===== config.mk =====
export PLATFORM = sky130hd
export DESIGN_NAME = wis_cell
export DESIGN_NICKNAME = d
export VERILOG_FILES = /design/src/rtl/assert_macros.svh /design/src/rtl/wis_pkg.sv /design/src/rtl/wis_cell.sv
export SDC_FILE = /design/constraint.sdc
export NUM_CORES = 1
export LEC_CHECK = 0
export BUFFER_PORTS_ARGS = -buffer_cell sky130_fd_sc_hd__buf_2
export CAP_MARGIN = 20
export CORE_MARGIN = 1
export CORE_UTILIZATION = 40
export DETAILED_ROUTE_END_ITERATION = 7
export PLACE_DENSITY_LB_ADDON = 0.15
export SETUP_SLACK_MARGIN = 0.15
export SLEW_MARGIN = 20
export SYNTH_ARGS = -nofsm -noshare
export SYNTH_HDL_FRONTEND = slang
export SYNTH_SLANG_ARGS = --single-unit

===== constraint.sdc =====
create_clock -name clk -period 3.4 [get_ports clk]
set_clock_uncertainty 0.15 [all_clocks]
set_input_delay 0.17 -clock clk [delete_from_list [all_inputs] [get_ports clk]]
set_output_delay 0.17 -clock clk [all_outputs]
set_load 0.02 [all_outputs]

===== src/rtl/assert_macros.svh =====
// Assertion macros for the RTL; only the core top level includes them.
`ifndef ASSERT_MACROS_SVH
`define ASSERT_MACROS_SVH

// Check a property at every rising clock edge outside reset.
`define ASSERT_CLK(label, prop) \
  label: assert property (@(posedge clk) disable iff (rst) (prop)) \
    else $error("assertion failed");

// Check a property at every rising clock edge, reset included.
`define ASSERT_ALWAYS(label, prop) \
  label: assert property (@(posedge clk) (prop)) \
    else $error("assertion failed");

`endif


===== src/rtl/wis_pkg.sv =====
// Types and constants of the weighted interval schedule core.
package wis_pkg;

  localparam int MaxJobs = 32;
  localparam int PosW    = $clog2(MaxJobs + 1);
  localparam int IdxW    = $clog2(MaxJobs);
  localparam int TimeW   = 16;
  localparam int PredW   = 5;
  localparam int OptW    = 21;
  localparam logic [OptW-1:0] OptMax = {OptW{1'b1}};

  typedef struct packed {
    logic [TimeW-1:0] start;
    logic [TimeW-1:0] finish;
    logic [TimeW-1:0] weight;
  } job_t;

  typedef struct packed {
    logic [15:0] start_time;
    logic [15:0] finish_time;
    logic [15:0] job_weight;
    logic        last_job;
  } req_t;

  typedef struct packed {
    logic [5:0]  position;
    logic [15:0] sorted_start;
    logic [15:0] sorted_finish;
    logic [15:0] sorted_weight;
    logic [4:0]  pred_index;
    logic [20:0] best_value;
    logic        chosen;
    logic        overflow;
    logic        last_result;
  } res_t;

  // Sort carry moving down the chain.
  typedef struct packed {
    logic valid;
    job_t job;
  } carry_t;

  // Predecessor probe moving down the chain.
  typedef struct packed {
    logic             valid;
    logic [TimeW-1:0] start;
    logic [PosW-1:0]  idx;
    logic [PredW-1:0] cnt;
  } probe_t;

  // Per-cell control from the sequencer.
  typedef struct packed {
    logic            wr_en;
    job_t            wr_job;
    logic [PosW-1:0] job_total;
  } cell_ctl_t;

  typedef enum logic [3:0] {
    ST_LOAD,
    ST_SORT_INJ,
    ST_SORT_WAIT,
    ST_PRED_RUN,
    ST_PRED_WAIT,
    ST_DP_INIT,
    ST_DP_RD,
    ST_DP_WR,
    ST_TRACE,
    ST_OUT_RD,
    ST_OUT_CAP,
    ST_OUT_SEND
  } state_t;

endpackage


===== src/rtl/wis_cell.sv =====
// One chain cell: holds a job, swaps with a passing sort carry, counts probes.
module wis_cell (
  input  logic                     clk,
  input  logic                     rst,
  input  logic [wis_pkg::PosW-1:0] cell_pos,
  input  wis_pkg::cell_ctl_t       ctl,
  input  wis_pkg::carry_t          carry_in,
  output wis_pkg::carry_t          carry_out,
  input  wis_pkg::probe_t          probe_in,
  output wis_pkg::probe_t          probe_out,
  output wis_pkg::job_t            job
);

  logic active;
  logic swap;
  logic hit;

  assign active = cell_pos <= ctl.job_total;
  assign swap   = carry_in.valid && active && (carry_in.job.finish > job.finish);
  assign hit    = probe_in.valid && (cell_pos < probe_in.idx)
                  && (job.finish <= probe_in.start);

  always_ff @(posedge clk) begin
    if (ctl.wr_en) begin
      job <= ctl.wr_job;
    end else if (swap) begin
      job <= carry_in.job;
    end
    // keep the larger finish, hand the smaller one on
    carry_out.job   <= swap ? job : carry_in.job;
    probe_out.start <= probe_in.start;
    probe_out.idx   <= probe_in.idx;
    probe_out.cnt   <= probe_in.cnt + wis_pkg::PredW'(hit);
    if (rst) begin
      carry_out.valid <= 1'b0;
      probe_out.valid <= 1'b0;
    end else begin
      carry_out.valid <= carry_in.valid;
      probe_out.valid <= probe_in.valid;
    end
  end

endmodule


==> flow_summary.json, run 1 <==
{
  "cts.clk_slew.worst_paths_ps": 50,
  "async_flop_share_pct": 0,
  "fin_area_mm2": 0.008731,
  "cp_max_fo": 4,
  "clockBufferDepth": 2,
  "synth_cell_types": 34,
  "yosysMostFrequentCell": "mux2_2",
  "p_total_mw": 4.475,
  "period_share_pct": 90.08,
  "hp-class": "primary input to flip-flop",
  "place_area_mm2": 0.006843,
  "rows": 41,
  "overflow": 0,
  "ys_seq_area_share_pct": 56.31,
  "io_buffer_count": 264,
  "power_per_cell_area_mw_per_mm2": 512.5,
  "tightest_slew_ps": 723.1,
  "io_pins": 265,
  "die_area_mm2": 0.01371,
  "worst-endpoint-required_ps": 3550,
  "r2r_setup_slack_ps": 340,
  "netlist_instances": 391,
  "p_leak_nw": 4.202,
  "synth_area_leader_cell": "dfxtp_1",
  "cts_tree": "yes",
  "postRouteAntennaNets": 0,
  "routedWlPerCell_um": 15.56,
  "synth_area_mm2": 0.005298,
  "track_usage_pct": 22.97,
  "die_w_um": 117.1,
  "synth_fp_nets": 576,
  "relSlewSlack_pct": 51.79,
  "yosysTopAreaCellShare_pct": 29.10,
  "cts_root_buf": "clkbuf_16",
  "start_util_pct": 41.47,
  "drv_cap": 0,
  "rsz0062_at_grt": "no",
  "htree_levels": 4,
  "grt_max_degree": 37,
  "n_fill_cell": 921,
  "hold_violations": 0,
  "clk_latency_ps": 410,
  "routed_wl_um": 15280,
  "grt_pass1_wl_um": 23070,
  "synth_area_leaders": "dfxtp_1 29%, edfxtp_1 27%, mux2_2 18%",
  "synth_edf_count": 48,
  "slew_viol_final": 0,
  "setup_viol": 0,
  "ys_ff_latch": 125,
  "cts_sinks": 125,
  "drc": 0,
  "gp_congestion": 0.7489,
  "synth_common_cells": "86 x mux2_2, 77 x dfxtp_1, 48 x edfxtp_1, 45 x ha_1, 44 x inv_1",
  "core_area_mm2": 0.01277,
  "cts_buffers": 17,
  "cp-start-kind": "flip-flop",
  "area_delta_synth_final_pct": 64.81,
  "fin_nets": 982,
  "critical_path_class": "flip-flop to flip-flop",
  "ctsResizeCount": 0,
  "grt_pass1_vias": 4750,
  "die_h_um": 117.1,
  "post_cts_buffers": 0,
  "hpwlAfterDp_um": 10620,
  "drt_pre_antenna_iters": 4,
  "dp.cells": 823,
  "vias": 4556,
  "antenna_found_initial": 0,
  "ir_drop_uv": 339.6,
  "fmax_mhz": 326.5,
  "avgSynthCellArea_um2": 13.55,
  "yosys_warnings": 0,
  "fin_crit_ps": 3063,
  "instances_no_fill": 982,
  "synth-main-ff-cell": "dfxtp_1",
  "finalSetupTns_ps": 0,
  "drt_iter0_drc": 118,
  "endpoint_kind": "flip-flop",
  "diodes": 0,
  "drive_gt1_share_pct": 49.38,
  "arrival_ps": 3210,
  "viasPerCell": 4.640,
  "status": "complete, no violations",
  "cts_hold_buf": 127
}
==> metal layers <==
metal | vias up | share of wire (%) | wire length [um] | track usage [%]
met5 | - | 0 | 0 | 0
met4 | 0 | 1.8 | 269 | 9.620
met3 | 25 | 7.0 | 1075 | 7.209
met2 | 186 | 52 | 7873 | 41.46
met1 | 2111 | 40 | 6067 | 24.86
li1 | 2234 | - | - | -
==> cell usage in the layout, fill, tap and decap left out, types with 2 or more instances in the layout <==
| master | instances |
|---|---|
| a2111oi_0 | 2 |
| a21oi_1 | 16 |
| nand3_1 | 5 |
| buf_2 | 264 |
| xnor2_1 | 2 |
| mux2_2 | 86 |
| nor2_1 | 3 |
| nand2_1 | 7 |
| o211ai_1 | 2 |
| clkbuf_8 | 3 |
| dfxtp_1 | 77 |
| clkbuf_16 | 20 |
| o21ai_0 | 6 |
| clkinv_2 | 4 |
| dlygate4sd3_1 | 127 |
| nor2b_1 | 3 |
| nand4_1 | 8 |
| ha_1 | 45 |
| buf_4 | 6 |
| a21o_1 | 5 |
| mux2_4 | 8 |
| edfxtp_1 | 48 |
| inv_4 | 2 |
| inv_1 | 44 |
==> final timing paths <==
| check | depth (start not counted) | to | start |
|---|---|---|---|
| max | 10 | probe_out[4]$_DFF_P_ | job[29]$_DFFE_PP_ |
| min | 4 | probe_out[0]$_DFF_P_ | probe_in[27] |
| max reg2reg | 10 | probe_out[4]$_DFF_P_ | job[29]$_DFFE_PP_ |
| min reg2reg | 1 | carry_out[3]$_DFF_P_ | job[3]$_DFFE_PP_ |
==> state kept, by name (all words and copies together) (netlist names) <==
name / cells
job: 48
probe_out: 28
carry_out: 49
==> critical path, stage by stage, from the launching register on <==
cell and delay (ps):
edfxtp_1 430, ha_1 310, a21o_1 190, a21o_1 170, a211oi_1 350, a21oi_1 160
a2111oi_0 520, ha_1 270, ha_1 180, nand3_1 100, xnor2_1 120
==> area by class of cell <==
| cell class | instances | area [um^2] | area share, % |
|---|---|---|---|
| Clock buffer | 24 | 545.5 | 6.248 |
| Clock inverter | 8 | 71.32 | 0.8169 |
| Inverter | 44 | 165.2 | 1.892 |
| Multi-Input combinational cell | 211 | 2093 | 23.98 |
| Sequential cell | 125 | 2983 | 34.16 |
| Tap cell | 172 | 215.2 | 2.465 |
| Timing Repair Buffer | 398 | 2658 | 30.44 |
==> cells by family after synthesis <==
logic type,synth area share (%)
XOR/XNOR,0.4961
AND/OR/NAND/NOR,2.953
multiplexers,20.74
AO/OA/AOI/OAI,4.629
buffers and inverters,4.251
flip-flops,56.31
adder cells (fa/ha/maj),10.63
==> power breakdown <==
part / switching (mW) / internal [mW] / leakage [nW]
logic: 0.453 / 0.419 / 2.77
registers: 0.0596 / 1.71 / 1.12
clock network: 0.644 / 1.19 / 0.312
total: 1.16 / 3.32 / 4.20
==> metrics by stage <==
| step | setup WS, ps | utilization, % | hold slack, ps |
|---|---|---|---|
| after global placement | 372.0 | 53.57 | 138.6 |
| after detailed placement | 296.9 | 53.57 | 138.0 |
| after CTS | 272.5 | 68.35 | 201.7 |
| after global routing | 210.1 | 68.35 | 204.6 |
| final | 337.3 | 68.35 | 203.0 |
| after floorplan | 208.8 | - | 47.72 |
Power figures use the tool's default switching activity.
==> run 2: changes to the inputs <==
--- a/config.mk
+++ b/config.mk
@@ -7,8 +7,7 @@
 export LEC_CHECK = 0
 export BUFFER_PORTS_ARGS = -buffer_cell sky130_fd_sc_hd__buf_2
 export CAP_MARGIN = 20
-export CORE_MARGIN = 1
-export CORE_UTILIZATION = 40
+export CORE_UTILIZATION = 41
 export DETAILED_ROUTE_END_ITERATION = 7
 export PLACE_DENSITY_LB_ADDON = 0.15
 export SETUP_SLACK_MARGIN = 0.15
==> flow_summary.json, run 2 (synthesis gave the netlist of run 1 again) <==
{
  "status": "complete, no violations",
  "track_usage_pct": 23.29,
  "cp_max_fo": 4,
  "diodes": 0,
  "drv_cap": 0,
  "hp-class": "primary input to flip-flop",
  "hold_violations": 0,
  "vias": 4603,
  "area_delta_synth_final_pct": 64.22,
  "viasPerCell": 4.683,
  "relSlewSlack_pct": 45.34,
  "arrival_ps": 3100,
  "antenna_found_initial": 0,
  "tightest_slew_ps": 819.8,
  "clk_latency_ps": 410,
  "grt_pass1_vias": 4832,
  "cts.clk_slew.worst_paths_ps": 60,
  "holdWs_ps": 136.2,
  "finalSetupTns_ps": 0,
  "drive_gt1_share_pct": 49.08,
  "cts_buffers": 17,
  "endpoint_kind": "flip-flop",
  "largest_reg_flops": 49,
  "rsz0062_at_grt": "no",
  "slew_viol_final": 0,
  "postRouteAntennaNets": 0,
  "die_h_um": 115.7,
  "grt_pass1_wl_um": 23320,
  "rows": 41,
  "cts_sinks": 125,
  "start_util_pct": 41.98,
  "power_per_cell_area_mw_per_mm2": 498.7,
  "htree_levels": 4,
  "largest_register": "carry_out",
  "worst-endpoint-required_ps": 3540,
  "cp-start-kind": "flip-flop",
  "drt_iter0_drc": 139,
  "fin_nets": 983,
  "largestRegisters": "carry_out (49), job (48), probe_out (28)",
  "clockBufferDepth": 2,
  "p_total_mw": 4.338,
  "routed_wl_um": 15590,
  "die_area_mm2": 0.01338,
  "drt_pre_antenna_iters": 7,
  "fin_crit_ps": 2961,
  "routedWlPerCell_um": 15.86,
  "critical_path_class": "flip-flop to flip-flop",
  "p_leak_nw": 4.174,
  "hpwlAfterDp_um": 10150,
  "core_area_mm2": 0.01262,
  "period_share_pct": 87.08,
  "final_cell_mix": "264 x buf_2, 127 x dlygate4sd3_1, 86 x mux2_2",
  "fmax_mhz": 337.8,
  "gp_congestion": 0.7367,
  "drc": 0,
  "grt_max_degree": 49,
  "setup_viol": 0,
  "io_buffer_count": 264,
  "die_w_um": 115.7,
  "cts_tree": "yes",
  "ir_drop_uv": 360.5,
  "overflow": 0,
  "cts_root_buf": "clkbuf_16",
  "r2r_setup_slack_ps": 440,
  "layout_commonest_cell": "buf_2",
  "io_pins": 265
}
-- run 2: cell types whose count changed in the layout (fill, tap and decap cells not counted), sizes merged --
cell	change
buf	+1
bufinv	-1
clkinvlp	+2
clkinv	-2
inv	-2
clkbuf	+3
-- run 2: worst paths after layout --
path                          start                    to  cells past startpoint
setup / recovery  job[29]$_DFFE_PP_  probe_out[4]$_DFF_P_                     10
hold / removal         probe_in[27]  probe_out[0]$_DFF_P_                      4
setup reg to reg  job[29]$_DFFE_PP_  probe_out[4]$_DFF_P_                     10
hold reg to reg    job[5]$_DFFE_PP_  carry_out[5]$_DFF_P_                      1
-- run 2: repair_timing --
item,CTS,global route
resized for setup,0,1
hold buffers,127,0
setup buffers,0,4
setup endpoints to repair,0,11
hold endpoints to repair,125,0
-- run 2: metal layers --
| layer | up-vias | global-route usage, % | part of all wire [%] |
|---|---|---|---|
| li1 | 2229 | - | - |
| met1 | 2164 | 24.34 | 39 |
| met2 | 189 | 43.15 | 52 |
| met3 | 21 | 7.584 | 7.0 |
| met4 | 0 | 9.145 | 1.7 |
| met5 | - | 0 | 0 |
-- run 2: area by class of cell --
type / count / area (um^2)
clock buffer: 27 / 534.3
tap: 172 / 215.2
multi-input combinational: 211 / 2095
inverter: 44 / 165.2
fill: 929 / 3920
clock inverter: 5 / 30.03
timing repair buffer: 399 / 2678
sequential: 125 / 2983
-- run 2: through the flow --
step           utilization, %  cells  area [um^2]  setup WS, ps
6_report                68.94    983         8700         439.4
5_1_grt                 68.94    983         8700         170.4
4_1_cts                 68.69    979         8668         279.4
3_5_place_dp            54.14    820         6833         292.7
3_3_place_gp            54.14    820         6833         301.7
2_1_floorplan               -    391         5300         208.8
-- run 2: critical path, stage by stage, from the launching register on --
cell       delay, ps
edfxtp_1         440
ha_1             320
a21o_1           180
a21o_1           170
a211oi_1         360
a21oi_1          150
a2111oi_1        400
ha_1             250
ha_1             180
nand3_1          100
xnor2_1          130
-- run 2: report_power, final --
group          internal (mW)  total, mW  switching [mW]
sequential              1.71       1.77          0.0596
combinational          0.425      0.882           0.457
clock                   1.07       1.69           0.619
total                   3.20       4.34            1.14
